File: config.mk
export PLATFORM = sky130hd
export DESIGN_NAME = line_counting_byte_fifo
export DESIGN_NICKNAME = d
export VERILOG_FILES = /design/src/hw/rtl/lcbf_pkg.sv /design/src/hw/rtl/lcbf_ram.sv /design/src/hw/rtl/lcbf_ctrl.sv /design/src/hw/rtl/line_counting_byte_fifo.sv
export SDC_FILE = /design/constraint.sdc
export NUM_CORES = 1
export LEC_CHECK = 0
export ABC_AREA = 1
export BUFFER_PORTS_ARGS = -buffer_cell sky130_fd_sc_hd__buf_2
export CAP_MARGIN = 5
export CORE_ASPECT_RATIO = 1.4
export CORE_MARGIN = 4
export CORE_UTILIZATION = 50
export CTS_CLUSTER_DIAMETER = 40
export CTS_CLUSTER_SIZE = 10
export DETAILED_ROUTE_END_ITERATION = 10
export GPL_TIMING_DRIVEN = 0
export PLACE_DENSITY_LB_ADDON = 0.3
export SYNTH_ARGS = -nofsm -noshare
export SYNTH_HDL_FRONTEND = slang
export SYNTH_HIERARCHICAL = 1
export SYNTH_SLANG_ARGS = --single-unit
File: constraint.sdc
create_clock -name clk_i -period 4.13 [get_ports clk_i]
set_input_delay 0.826 -clock clk_i [delete_from_list [all_inputs] [get_ports clk_i]]
set_output_delay 0.826 -clock clk_i [all_outputs]
set_load 0.02 [all_outputs]
File: src/hw/rtl/lcbf_pkg.sv
// Package for the line counting byte FIFO: sizes, request and status codes,
// the result record and the pointer helper functions.
// Depends on nothing; lcbf_ctrl and the top level import it.
`default_nettype none

package lcbf_pkg;

  localparam int unsigned DEPTH  = 64;
  localparam int unsigned PTR_W  = $clog2(DEPTH);
  localparam int unsigned FILL_W = 6;
  localparam int unsigned LINE_W = 6;
  localparam int unsigned BYTE_W = 8;

  localparam logic [BYTE_W-1:0] NL_BYTE = 8'h0A;

  typedef enum logic [1:0] {
    KIND_PUSH  = 2'd0,
    KIND_POP   = 2'd1,
    KIND_LINE  = 2'd2,
    KIND_CLEAR = 2'd3
  } kind_e;

  typedef enum logic [1:0] {
    ST_OK    = 2'd0,
    ST_FULL  = 2'd1,
    ST_EMPTY = 2'd2
  } status_e;

  typedef struct packed {
    status_e             status;
    logic [BYTE_W-1:0]   rd_byte;
    logic                last;
    logic [FILL_W-1:0]   fill_count;
    logic                is_empty;
    logic                is_full;
    logic [LINE_W-1:0]   line_count;
  } result_t;

  function automatic logic [PTR_W-1:0] next_slot(input logic [PTR_W-1:0] ptr);
    logic [PTR_W-1:0] nxt;
    if (ptr == PTR_W'(DEPTH - 1)) begin
      nxt = '0;
    end else begin
      nxt = ptr + 1'b1;
    end
    return nxt;
  endfunction

  function automatic logic [FILL_W-1:0] fill_of(input logic [PTR_W-1:0] head,
                                                input logic [PTR_W-1:0] tail);
    logic [PTR_W:0] diff;
    if (tail >= head) begin
      diff = {1'b0, tail} - {1'b0, head};
    end else begin
      diff = {1'b0, tail} + (PTR_W+1)'(DEPTH) - {1'b0, head};
    end
    return FILL_W'(diff);
  endfunction

endpackage

`default_nettype wire

File: src/hw/rtl/lcbf_ram.sv
// Generic single-clock RAM with one write port and one read port.
// Read data is registered and holds while no read is enabled; no dependencies.
`default_nettype none

module lcbf_ram #(
  parameter int unsigned DATA_W = 8,
  parameter int unsigned WORDS  = 64,
  parameter int unsigned ADDR_W = $clog2(WORDS)
) (
  input  wire logic              clk_i,
  input  wire logic              we_i,
  input  wire logic [ADDR_W-1:0] waddr_i,
  input  wire logic [DATA_W-1:0] wdata_i,
  input  wire logic              re_i,
  input  wire logic [ADDR_W-1:0] raddr_i,
  output logic      [DATA_W-1:0] rdata_o
);

  logic [DATA_W-1:0] mem_q [WORDS];
  logic [DATA_W-1:0] rdata_q;

  always_ff @(posedge clk_i) begin
    if (we_i) begin
      mem_q[waddr_i] <= wdata_i;
    end
  end

  always_ff @(posedge clk_i) begin
    if (re_i) begin
      rdata_q <= mem_q[raddr_i];
    end
  end

  assign rdata_o = rdata_q;

endmodule

`default_nettype wire

File: src/hw/rtl/lcbf_ctrl.sv
// Request sequencer of the line counting byte FIFO: head and tail pointers,
// full flag, newline count and the read loop over the ring RAM.
// Depends on lcbf_pkg; drives the ports of lcbf_ram.
`default_nettype none

module lcbf_ctrl (
  input  wire logic                        clk_i,
  input  wire logic                        rst_ni,
  input  wire logic                        req_valid_i,
  output logic                             req_ready_o,
  input  wire lcbf_pkg::kind_e             req_kind_i,
  input  wire logic [lcbf_pkg::BYTE_W-1:0] req_byte_i,
  input  wire logic                        out_free_i,
  output logic                             res_valid_o,
  output lcbf_pkg::result_t                res_o,
  output logic                             ram_we_o,
  output logic [lcbf_pkg::PTR_W-1:0]       ram_waddr_o,
  output logic [lcbf_pkg::BYTE_W-1:0]      ram_wdata_o,
  output logic                             ram_re_o,
  output logic [lcbf_pkg::PTR_W-1:0]       ram_raddr_o,
  input  wire logic [lcbf_pkg::BYTE_W-1:0] ram_rdata_i
);

  import lcbf_pkg::*;

  typedef enum logic {
    S_IDLE,
    S_DATA
  } state_e;

  typedef enum logic [1:0] {
    MODE_POP,
    MODE_LINE,
    MODE_DRAIN
  } mode_e;

  state_e            state_q, state_d;
  mode_e             mode_q, mode_d;
  logic [PTR_W-1:0]  head_q, head_d;
  logic [PTR_W-1:0]  tail_q, tail_d;
  logic              full_q, full_d;
  logic [LINE_W-1:0] nl_q, nl_d;

  logic              accept;
  logic [PTR_W-1:0]  tail_nxt;
  logic              fin;

  assign req_ready_o = (state_q == S_IDLE) && out_free_i;
  assign accept      = req_valid_i && req_ready_o;
  assign tail_nxt    = next_slot(tail_q);

  always_comb begin
    state_d     = state_q;
    mode_d      = mode_q;
    head_d      = head_q;
    tail_d      = tail_q;
    full_d      = full_q;
    nl_d        = nl_q;
    res_valid_o = 1'b0;
    res_o       = '0;
    res_o.status = ST_OK;
    ram_we_o    = 1'b0;
    ram_waddr_o = tail_q;
    ram_wdata_o = req_byte_i;
    ram_re_o    = 1'b0;
    ram_raddr_o = head_q;
    fin         = 1'b0;

    unique case (state_q)
      S_IDLE: begin
        if (accept) begin
          res_valid_o = 1'b1;
          res_o.last  = 1'b1;
          unique case (req_kind_i)
            KIND_PUSH: begin
              if (tail_nxt == head_q) begin
                full_d       = 1'b1;
                res_o.status = ST_FULL;
              end else begin
                ram_we_o = 1'b1;
                tail_d   = tail_nxt;
                if (next_slot(tail_nxt) == head_q) begin
                  full_d = 1'b1;
                end
                if (req_byte_i == NL_BYTE) begin
                  nl_d = nl_q + 1'b1;
                end
              end
            end
            KIND_POP: begin
              full_d = 1'b0;
              if (head_q == tail_q) begin
                res_o.status = ST_EMPTY;
              end else begin
                res_valid_o = 1'b0;
                ram_re_o    = 1'b1;
                mode_d      = MODE_POP;
                state_d     = S_DATA;
              end
            end
            KIND_LINE: begin
              if (head_q == tail_q || (!full_q && nl_q == '0)) begin
                res_o.status = ST_EMPTY;
              end else begin
                res_valid_o = 1'b0;
                ram_re_o    = 1'b1;
                mode_d      = full_q ? MODE_DRAIN : MODE_LINE;
                state_d     = S_DATA;
              end
            end
            KIND_CLEAR: begin
              head_d = '0;
              tail_d = '0;
              full_d = 1'b0;
              nl_d   = '0;
            end
            default: begin
            end
          endcase
        end
      end
      S_DATA: begin
        if (out_free_i) begin
          head_d = next_slot(head_q);
          full_d = 1'b0;
          if (ram_rdata_i == NL_BYTE && nl_q != '0) begin
            nl_d = nl_q - 1'b1;
          end
          fin = (mode_q == MODE_POP) || (head_d == tail_q) ||
                (mode_q == MODE_LINE && ram_rdata_i == NL_BYTE);
          res_valid_o   = 1'b1;
          res_o.rd_byte = ram_rdata_i;
          res_o.last    = fin;
          if (fin) begin
            state_d = S_IDLE;
          end else begin
            ram_re_o    = 1'b1;
            ram_raddr_o = head_d;
          end
        end
      end
      default: begin
        state_d = S_IDLE;
      end
    endcase

    res_o.fill_count = fill_of(head_d, tail_d);
    res_o.is_empty   = (head_d == tail_d);
    res_o.is_full    = full_d;
    res_o.line_count = nl_d;
  end

  always_ff @(posedge clk_i or negedge rst_ni) begin
    if (!rst_ni) begin
      state_q <= S_IDLE;
      mode_q  <= MODE_POP;
      head_q  <= '0;
      tail_q  <= '0;
      full_q  <= 1'b0;
      nl_q    <= '0;
    end else begin
      state_q <= state_d;
      mode_q  <= mode_d;
      head_q  <= head_d;
      tail_q  <= tail_d;
      full_q  <= full_d;
      nl_q    <= nl_d;
    end
  end

endmodule

`default_nettype wire

File: src/hw/rtl/line_counting_byte_fifo.sv
// Line counting byte FIFO. A push, clear, refused push or empty status gives its result in the
// output register in the cycle after the request; a pop or a line read passes the RAM read register
// and then the output register, and a line then streams one byte per cycle while the output is taken.
// A new request is taken once the last result is sent and the output register is free or taken.
// Reset clears the pointers, full flag and newline count at once; the ring RAM is not cleared.
`default_nettype none

module line_counting_byte_fifo (
  input  wire logic        clk_i,
  input  wire logic        rst_ni,
  input  wire logic        s_axis_tvalid_i,
  output logic             s_axis_tready_o,
  input  wire logic [7:0]  s_axis_tdata_i,  // [7:0] wr_byte
  input  wire logic [1:0]  s_axis_tuser_i,  // [1:0] kind
  output logic             m_axis_tvalid_o,
  input  wire logic        m_axis_tready_i,
  // [1:0] status, [9:2] rd_byte, [15:10] fill_count, [16] is_empty, [17] is_full,
  // [23:18] line_count
  output logic [23:0]      m_axis_tdata_o,
  output logic             m_axis_tlast_o
);

  import lcbf_pkg::*;

  logic               out_free;
  logic               res_valid;
  result_t            res;
  result_t            res_q;
  logic               m_valid_q;
  logic               ram_we;
  logic [PTR_W-1:0]   ram_waddr;
  logic [BYTE_W-1:0]  ram_wdata;
  logic               ram_re;
  logic [PTR_W-1:0]   ram_raddr;
  logic [BYTE_W-1:0]  ram_rdata;

  assign out_free = !m_valid_q || m_axis_tready_i;

  lcbf_ctrl u_ctrl (
    .clk_i       (clk_i),
    .rst_ni      (rst_ni),
    .req_valid_i (s_axis_tvalid_i),
    .req_ready_o (s_axis_tready_o),
    .req_kind_i  (kind_e'(s_axis_tuser_i)),
    .req_byte_i  (s_axis_tdata_i),
    .out_free_i  (out_free),
    .res_valid_o (res_valid),
    .res_o       (res),
    .ram_we_o    (ram_we),
    .ram_waddr_o (ram_waddr),
    .ram_wdata_o (ram_wdata),
    .ram_re_o    (ram_re),
    .ram_raddr_o (ram_raddr),
    .ram_rdata_i (ram_rdata)
  );

  lcbf_ram #(
    .DATA_W (BYTE_W),
    .WORDS  (DEPTH),
    .ADDR_W (PTR_W)
  ) u_ram (
    .clk_i   (clk_i),
    .we_i    (ram_we),
    .waddr_i (ram_waddr),
    .wdata_i (ram_wdata),
    .re_i    (ram_re),
    .raddr_i (ram_raddr),
    .rdata_o (ram_rdata)
  );

  always_ff @(posedge clk_i or negedge rst_ni) begin
    if (!rst_ni) begin
      m_valid_q <= 1'b0;
    end else if (out_free) begin
      m_valid_q <= res_valid;
    end
  end

  always_ff @(posedge clk_i) begin
    if (out_free && res_valid) begin
      res_q <= res;
    end
  end

  assign m_axis_tvalid_o = m_valid_q;
  assign m_axis_tlast_o  = res_q.last;
  assign m_axis_tdata_o  = {res_q.line_count, res_q.is_full, res_q.is_empty,
                            res_q.fill_count, res_q.rd_byte, res_q.status};

endmodule

`default_nettype wire
==> flow_summary.yaml, run 1 <==
status:
  run_status: "complete, but fails checks"
  failed_checks: "setup timing"
critical_path:
  critical-path-top-cell-by-count: "sky130_fd_sc_hd__nand2_1"
  cp-end-kind: "flop"
  worstReg2RegEnd: "u_ram/mem_q[63][6]$_DFFE_PP_"
  critPathRequiredTime_ns: 4.35
  worst_path_max_delay_cell: "sky130_fd_sc_hd__nor2_1"
  critical_path.max_fanout: 9
  timing.critical_path.from: "u_ctrl/ram_waddr_o[1]$_DFF_PN0_"
  timing.critical_path.slowest_cell_delay_ns: 0.87
  rrSetupSlack_ns: -0.24
  crit-reg2reg-launch: "u_ctrl/ram_waddr_o[1]$_DFF_PN0_"
  crit_path_end: "u_ram/mem_q[63][6]$_DFFE_PP_"
  worstRegToRegCells: 14
  crit_path_start_kind: "flop"
  timing.critical_path.arrival_ns: 4.59
  path_class: "flop to flop"
  cp_cell_sequence: "ha_1 > inv_1 > nand2_1 > nand2_1 > xor2_1 > inv_1 > nand2_1 > nor2_4 > nand2_4 > nand2_1 > nor2_1 > clkbuf_1 > nand4_1 > nor2_1"
synth:
  synth.yosys.warnings: 6
  leading_post_synthesis_cells_by_cell_area: "sky130_fd_sc_hd__edfxtp_1 (66%), sky130_fd_sc_hd__nand2_1 (11%), sky130_fd_sc_hd__nand3_1 (9.6%), sky130_fd_sc_hd__dfrtp_1 (2.3%), sky130_fd_sc_hd__buf_6 (1.6%)"
  synth_nets: 2287
  post_synth_fa_ha_maj_area_fraction_pct: 0.934
  ys_ff_latch: 568
  synth_edf_count: 545
  synth_seq_area_share_pct: 68.0
  library_cells_used_by_synthesis: 46
  synth_cells: 2255
  syn_avg_cell_area_um2: 11.1
  yosys-mux-area-fraction_pct: 0
  post_synth_xor_area_fraction_pct: 0.637
  synth.cell_area_um2: 24900
  synth_top_family_by_area: "simple AND/OR/NAND/NOR gates"
  post_synth_and_or_nand_nor_area_fraction_pct: 24.5
  post-synth-top-count-cell: "sky130_fd_sc_hd__nand2_1"
  synth_flop_cell: "sky130_fd_sc_hd__edfxtp_1"
  synth_area_leader_cell: "sky130_fd_sc_hd__edfxtp_1"
  share_of_the_synthesized_area_in_compound_gates_ao_oa_aoi_oai_pct: 1.03
  ys_async_sr_fraction_pct: 4.05
  synth_common_cells: "sky130_fd_sc_hd__nand2_1 (752), sky130_fd_sc_hd__edfxtp_1 (545), sky130_fd_sc_hd__nand3_1 (479)"
  synth_top_cell_area_share_pct: 65.6
cts:
  clock_network_latency_to_the_later_pin_of_the_worst_skew_pair_ns: 0.60
  number_of_h_tree_levels: 3
  cts_made_buffers: 71
  clock_sinks: 568
  clock_tree_from_tritoncts: "done"
  cts_hold_buf: 0
  cts.reportedPaths.clkPinSlew_ns: 0.05
  clk_path_buf_depth: 3
  clock_tree.root_cell: "sky130_fd_sc_hd__clkbuf_16"
sta:
  finalHoldViolations: 0
  setup_viol_count_final: 56
  rsz0062_at_grt: "true"
  final-max-slew-violation-count: 0
  skew_ns: 0.0204
  finalWorstSetupSlack_ns: -0.237
  timing.fmax_mhz: 229
  tightest_slew_ns: 0.927
  fin_crit_sh_pct: 106
  slew_headroom_pct: 38.0
  finalCriticalPeriod_ns: 4.37
detailed_routing:
  remaining_drc_errors: 0
  antenna_left: 0
  drt_wl_total_um: 74500
  vias_per_cell: 5.86
  dr.first_iter.drc_count: 1776
  length_of_the_first_detailed_routing_pass_in_iterations: 6
  route.vias.total: 18000
  wl_per_cell_um: 24.3
floorplanning:
  die_x_um: 197
  fp.dieH_um: 272
  fp.dieArea_um2: 53500
  placement_rows: 96
  boundaryPins: 41
  floorplan.initialDensity_pct: 50.7
  floorplan.core_area_um2: 49100
power_and_ir_drop:
  irDropWorstVdd_mv: 0.494
  swShare_pct: 39.6
  static-leakage-power_nw: 10.8
  pwr-share-comb_pct: 39.3
  switching_power_mw: 8.05
  power_report.internal_total_mw: 12.3
  power_per_cell_area_nw_per_um2: 712
  clockPowerShare_pct: 27.7
  power_frac_seq_pct: 33.0
final_layout:
  nets: 2431
  fin_cells: 3067
  syn_to_final_growth_pct: 14.6
  drive_gt1_share_pct: 15.7
  n_antenna_cell: 0
job:
  max_cap_violations: 0
hold_path:
  hold_path_class: "input port to async pin"
placement:
  place.port_buffers: 40
  placer_congestion_estimate: 1.00
  place_worst_setup_slack_ns: -0.189
  place.detailed.instances: 2941
  dp.final_hpwl_um: 50600
global_route:
  grt_antenna_before_repair: 0
  number_of_global_route_vias_before_repair: 17300
  globalRoute.totalOverflow: 0
  grt_pass1_wl_um: 108000
  maximum_number_of_pins_on_one_net_before_global_route_repair: 65
  grt.total_usage_pct: 27.4
layout by cell type, fill, tap and decap left out, types with 9 or more instances in the layout:
cell type / instances
sky130_fd_sc_hd__inv_1: 73
sky130_fd_sc_hd__clkbuf_16: 73
sky130_fd_sc_hd__ha_1: 17
sky130_fd_sc_hd__nor2_4: 15
sky130_fd_sc_hd__nand2_1: 751
sky130_fd_sc_hd__a21oi_1: 15
sky130_fd_sc_hd__buf_4: 55
sky130_fd_sc_hd__nor2_2: 48
sky130_fd_sc_hd__buf_2: 76
sky130_fd_sc_hd__dfrtp_1: 22
sky130_fd_sc_hd__o21ai_0: 9
sky130_fd_sc_hd__nand2_2: 14
sky130_fd_sc_hd__nor2_1: 40
sky130_fd_sc_hd__o22ai_1: 9
sky130_fd_sc_hd__xor2_1: 12
sky130_fd_sc_hd__buf_6: 37
sky130_fd_sc_hd__clkbuf_1: 27
sky130_fd_sc_hd__nand4_1: 21
sky130_fd_sc_hd__edfxtp_1: 545
sky130_fd_sc_hd__nand3_1: 479
sky130_fd_sc_hd__clkbuf_2: 10
how the worst min path moves through the flow:
stage	end	from
after floorplan	u_ctrl/mode_q[0]$_DFFE_PN0P_	u_ctrl/mode_q[0]$_DFFE_PN0P_
after global placement	u_ctrl/mode_q[0]$_DFFE_PN0P_	u_ctrl/mode_q[0]$_DFFE_PN0P_
after detailed placement	u_ctrl/mode_q[0]$_DFFE_PN0P_	u_ctrl/mode_q[0]$_DFFE_PN0P_
after CTS	u_ctrl/mode_q[0]$_DFFE_PN0P_	rst_ni
after global routing	u_ctrl/ram_waddr_o[5]$_DFF_PN0_	rst_ni
final	u_ctrl/ram_waddr_o[2]$_DFF_PN0_	rst_ni
area by class of cell:
cell class,instances,area [um^2]
fill,3900,20600
tap,637,797
clock buffer,89,1900
clock inverter,15,193
buffer,131,951
timing repair buffer,71,460
multi-input combinational,1473,7010
inverter,83,317
sequential,568,16900
through the flow:
step | total power [mW] | instance area (um^2) | setup TNS [ns] | hold slack (ns) | util, %
final | 20.3 | 28600 | -8.48 | 0.248 | 58.1
after global routing | 21.2 | 28600 | -7.15 | 0.275 | 58.1
after CTS | 20.1 | 28200 | -8.18 | 0.240 | 57.5
after detailed placement | 14.5 | 26100 | -13.45 | 0.477 | 53.1
after global placement | 14.3 | 25900 | -54.37 | 0.469 | 52.8
after floorplan | 11.7 | 24900 | 0 | 0.452 | -
state kept, by name (all words and copies together), names as in the netlist:
register and cells:
m_axis_tdata_o 24, m_axis_tlast_o 1, m_axis_tvalid_o 1, u_ctrl/full_q 1, u_ctrl/head_q 6, u_ctrl/mode_q 2
u_ctrl/nl_q 6, u_ctrl/ram_waddr_o 6, u_ctrl/state_q 1, u_ram/mem_q 512, u_ram/rdata_o 8
logic make-up (layout without fill, tap and decap cells):
kind of cell,Yosys count,after routing
AO/OA/AOI/OAI,45,45
XOR/XNOR,16,16
buffers and inverters,214,389
flip-flops,568,568
adder cells (fa/ha/maj),18,18
AND/OR/NAND/NOR,1394,1394
what timing repair did:
| action | in CTS | in global routing |
|---|---|---|
| pin swaps | 1 | 2 |
| setup buffers | 0 | 22 |
| cloned | 0 | 0 |
| resized for setup | 37 | 54 |
| setup endpoints to repair | 275 | 482 |
critical path, delay by kind of cell, from the launching register on:
family	cells	cell delay, ns
xor+xnor	1	0.15
fa+ha+maj	1	0.30
buf+inv	3	0.49
flops	1	0.57
simple gates	9	2.47
layer usage:
layer	GRT usage [%]	wire (um)	vias to the layer above
met4	18.6	6070	0
met3	5.02	5690	268
met2	47.1	37600	928
li1	-	-	8093
met5	0	0	-
met1	30.9	25200	8686
power groups by stage:
stage                     logic, mW  clock network [mW]  registers (mW)
final                          8.00                5.63            6.71
after global routing           8.51                5.96            6.72
after CTS                      7.69                5.71            6.71
after detailed placement       7.65                   0            6.82
after global placement         7.50                   0            6.82
after floorplan                4.78                   0            6.93
Power figures use the tool's default switching activity.
==> run 2: changes to the inputs <==
Settings changed: ABC_AREA 1 to not set, SLEW_MARGIN set to 25.
==> run 2 against run 1 <==
Against the previous run: the flow still finishes with violations (setup timing); global-route usage fell by 3.8 points; via count fell by 25%; clock power fell by 3%; largest power group is now registers; non-clock buffer count fell by 22; hold slack improved by 0.027 ns; wire length fell by 19%; synthesized area fell by 4.4%; die area fell by 4.3%; flip-flop and latch count did not move.
==> flow_summary.yaml, run 2 <==
floorplanning:
  floorplan.initialDensity_pct: 50.6
  floorplan.core_area_um2: 47000
  die_x_um: 193
  boundaryPins: 41
  fp.dieArea_um2: 51300
  fp.dieH_um: 266
  placement_rows: 94
synth:
  synth.cell_area_um2: 23800
  leading_post_synthesis_cells_by_cell_area: "sky130_fd_sc_hd__edfxtp_1 (69%), sky130_fd_sc_hd__mux4_2 (12%), sky130_fd_sc_hd__dfrtp_1 (2.4%), sky130_fd_sc_hd__nor2_1 (1.6%), sky130_fd_sc_hd__mux2i_1 (1.1%)"
  synth_common_cells: "sky130_fd_sc_hd__edfxtp_1 (545), sky130_fd_sc_hd__mux4_2 (126), sky130_fd_sc_hd__nor2_1 (102)"
  post-synth-top-count-cell: "sky130_fd_sc_hd__edfxtp_1"
  library_cells_used_by_synthesis: 82
  ys_ff_latch: 568
  synth.yosys.warnings: 6
  synth_area_leader_cell: "sky130_fd_sc_hd__edfxtp_1"
  synth_seq_area_share_pct: 71.1
  synth_cells: 1314
  synth_flop_cell: "sky130_fd_sc_hd__edfxtp_1"
  ys_async_sr_fraction_pct: 4.05
  synth_top_cell_area_share_pct: 68.7
  synth_edf_count: 545
  synth_nets: 1346
  syn_avg_cell_area_um2: 18.1
detailed_routing:
  drt_wl_total_um: 60500
  remaining_drc_errors: 0
  antenna_left: 0
  vias_per_cell: 6.28
  wl_per_cell_um: 28.4
  route.vias.total: 13400
  length_of_the_first_detailed_routing_pass_in_iterations: 5
  dr.first_iter.drc_count: 1122
status:
  failed_checks: "setup timing"
  run_status: "complete, but fails checks"
sta:
  finalCriticalPeriod_ns: 4.15
  final-max-slew-violation-count: 0
  finalWorstSetupSlack_ns: -0.0206
  setup_viol_count_final: 2
  rsz0062_at_grt: "true"
  tightest_slew_ns: 0.960
  skew_ns: 0.0160
  timing.fmax_mhz: 241
  slew_headroom_pct: 35.6
  fin_crit_sh_pct: 100
  finalHoldViolations: 0
  setup_tns_final_ns: -0.0251
placement:
  placer_congestion_estimate: 0.966
  place.detailed.instances: 1980
  place.port_buffers: 40
  dp.final_hpwl_um: 39300
final_layout:
  drive_gt1_share_pct: 36.7
  n_fill_cell: 3240
  fin_cells: 2132
  syn_to_final_growth_pct: 20.2
  final_common_cell: "sky130_fd_sc_hd__edfxtp_1"
  final-seq-area_um2: 16900
  n_antenna_cell: 0
  final_cell_mix: "sky130_fd_sc_hd__edfxtp_1 (545), sky130_fd_sc_hd__mux4_2 (126), sky130_fd_sc_hd__clkbuf_16 (75), sky130_fd_sc_hd__buf_4 (68), sky130_fd_sc_hd__nand2_1 (49)"
  register_name_with_the_most_flops: "u_ram/mem_q"
  largest_reg_flops: 512
  multiInputGateArea_um2: 7250
  nets: 1514
cts:
  cts_made_buffers: 69
  clk_path_buf_depth: 3
  cts.reportedPaths.clkPinSlew_ns: 0.05
  clock_tree_from_tritoncts: "done"
  clock_tree.root_cell: "sky130_fd_sc_hd__clkbuf_16"
  clock_network_latency_to_the_later_pin_of_the_worst_skew_pair_ns: 0.58
  cts_hold_buf: 0
  clock_sinks: 568
  number_of_h_tree_levels: 3
critical_path:
  path_class: "flop to flop"
  worst_path_max_delay_cell: "sky130_fd_sc_hd__a221oi_4"
  crit_path_start_kind: "flop"
  critPathRequiredTime_ns: 4.44
  path_delay_family: "compound AO/OA/AOI/OAI gates"
  cp-end-kind: "flop"
  critical_path.max_fanout: 10
  critical-path-top-cell-by-count: "sky130_fd_sc_hd__buf_6"
  cp_cell_sequence: "buf_6 > nand2_4 > or3_4 > a21boi_4 > xnor2_2 > o311ai_4 > buf_4 > mux2_4 > buf_12 > buf_6 > buf_6 > nor2_1 > a221oi_1 > a221oi_4 > o2bb2ai_2"
  timing.critical_path.arrival_ns: 4.46
  timing.critical_path.buf_inv: 5
  timing.critical_path.slowest_cell_delay_ns: 0.45
global_route:
  grt_antenna_before_repair: 0
  grt.total_usage_pct: 23.6
  grt_pass1_wl_um: 87900
  globalRoute.totalOverflow: 0
  maximum_number_of_pins_on_one_net_before_global_route_repair: 65
  number_of_global_route_vias_before_repair: 13700
job:
  max_cap_violations: 0
power_and_ir_drop:
  irDropWorstVdd_mv: 0.472
  static-leakage-power_nw: 9.31
  power_per_cell_area_nw_per_um2: 648
hold_path:
  hold_path_class: "input port to async pin"
## run 2: changes by cell type in the layout (fill, tap and decap cells not counted), sizes merged, moves of 11 or more
cell and change:
inv -61, xnor2 +22, nor3 +14, mux4 +126, nand4 -18, mux2i +25
nand3 -456, nand2b +11, mux2 +21, and3 +12, buf -26, nor2b +17
nand2 -714
## run 2: path summary, 6_finish.rpt
path	start	to	slack, ns	depth (start not counted)
worst max-delay path	u_ctrl/head_q[1]$_DFF_PN0_	u_ram/rdata_o[2]$_DFFE_PP_	-0.02	15
min in group clk_i	u_ctrl/mode_q[0]$_DFFE_PN0P_	u_ctrl/mode_q[0]$_DFFE_PN0P_	0.54	1
max in group asynchronous	rst_ni	u_ctrl/ram_waddr_o[5]$_DFF_PN0_	3.39	1
worst min register to register	u_ctrl/mode_q[0]$_DFFE_PN0P_	u_ctrl/mode_q[0]$_DFFE_PN0P_	0.54	1
worst max register to register	u_ctrl/head_q[1]$_DFF_PN0_	u_ram/rdata_o[2]$_DFFE_PP_	-0.02	15
worst min-delay path	rst_ni	u_ctrl/ram_waddr_o[1]$_DFF_PN0_	0.27	1
## run 2: worst reg2reg max path, stage by stage (launching register included)
cell	delay, ns
sky130_fd_sc_hd__dfrtp_1	0.42
sky130_fd_sc_hd__buf_6	0.15
sky130_fd_sc_hd__nand2_4	0.05
sky130_fd_sc_hd__or3_4	0.36
sky130_fd_sc_hd__a21boi_4	0.15
sky130_fd_sc_hd__xnor2_2	0.18
sky130_fd_sc_hd__o311ai_4	0.39
sky130_fd_sc_hd__buf_4	0.18
sky130_fd_sc_hd__mux2_4	0.39
sky130_fd_sc_hd__buf_12	0.19
sky130_fd_sc_hd__buf_6	0.17
sky130_fd_sc_hd__buf_6	0.19
sky130_fd_sc_hd__nor2_1	0.30
sky130_fd_sc_hd__a221oi_1	0.18
sky130_fd_sc_hd__a221oi_4	0.46
sky130_fd_sc_hd__o2bb2ai_2	0.13
## run 2: cell families after synthesis
logic type               share of synthesized area (%)
XOR/XNOR                                          1.40
multiplexers                                      14.0
flip-flops                                        71.1
AND/OR/NAND/NOR                                   5.73
adder cells (fa/ha/maj)                          0.977
buffers and inverters                             2.52
AO/OA/AOI/OAI                                     4.33
## run 2: cell type report
type / instances / share of cell area (%)
well taps: 624 / 2.73
clock buffers: 84 / 6.30
repair buffers: 99 / 2.83
plain buffers: 81 / 2.72
inverters: 22 / 0.288
flip-flops and latches: 568 / 59.1
clock inverters: 13 / 0.681
multi-input cells: 641 / 25.3
## run 2: timing repair
action | in CTS | in global routing
endpoints found under the setup margin | 508 | 9
gates resized for setup | 248 | 60
buffers inserted | 30 | 21
gates cloned | 2 | 5
pin swaps | 14 | 23
## run 2: metrics by stage
stage / util [%] / hold WS [ns] / setup WS [ns] / cell area [um^2] / power, mW
finish: 60.9 / 0.275 / -0.0206 / 28700 / 18.6
global route: 60.9 / 0.300 / -0.0673 / 28700 / 19.2
CTS: 59.7 / 0.265 / 0.00673 / 28100 / 18.1
detailed placement: 52.8 / 0.519 / -1.38 / 24800 / 11.8
global placement: 52.7 / 0.497 / -1.34 / 24800 / 11.7
floorplan: - / 0.479 / 0.260 / 23800 / 10.2
## run 2: power breakdown
group | leakage (nW) | internal [mW] | switching, mW | total (mW)
clock | 0.968 | 3.31 | 2.17 | 5.48
sequential | 5.22 | 6.59 | 0.101 | 6.69
combinational | 3.12 | 2.94 | 3.45 | 6.39
total | 9.31 | 12.8 | 5.71 | 18.6
## run 2: routing by layer
metal	wire [um]	track usage (%)	vias to the layer above	share of wire, %
met1	20800	27.6	6977	34
met5	0	0	-	0
met2	32100	41.7	656	53
met4	3600	12.7	0	6.0
met3	3970	3.72	173	6.6
li1	-	-	5592	-
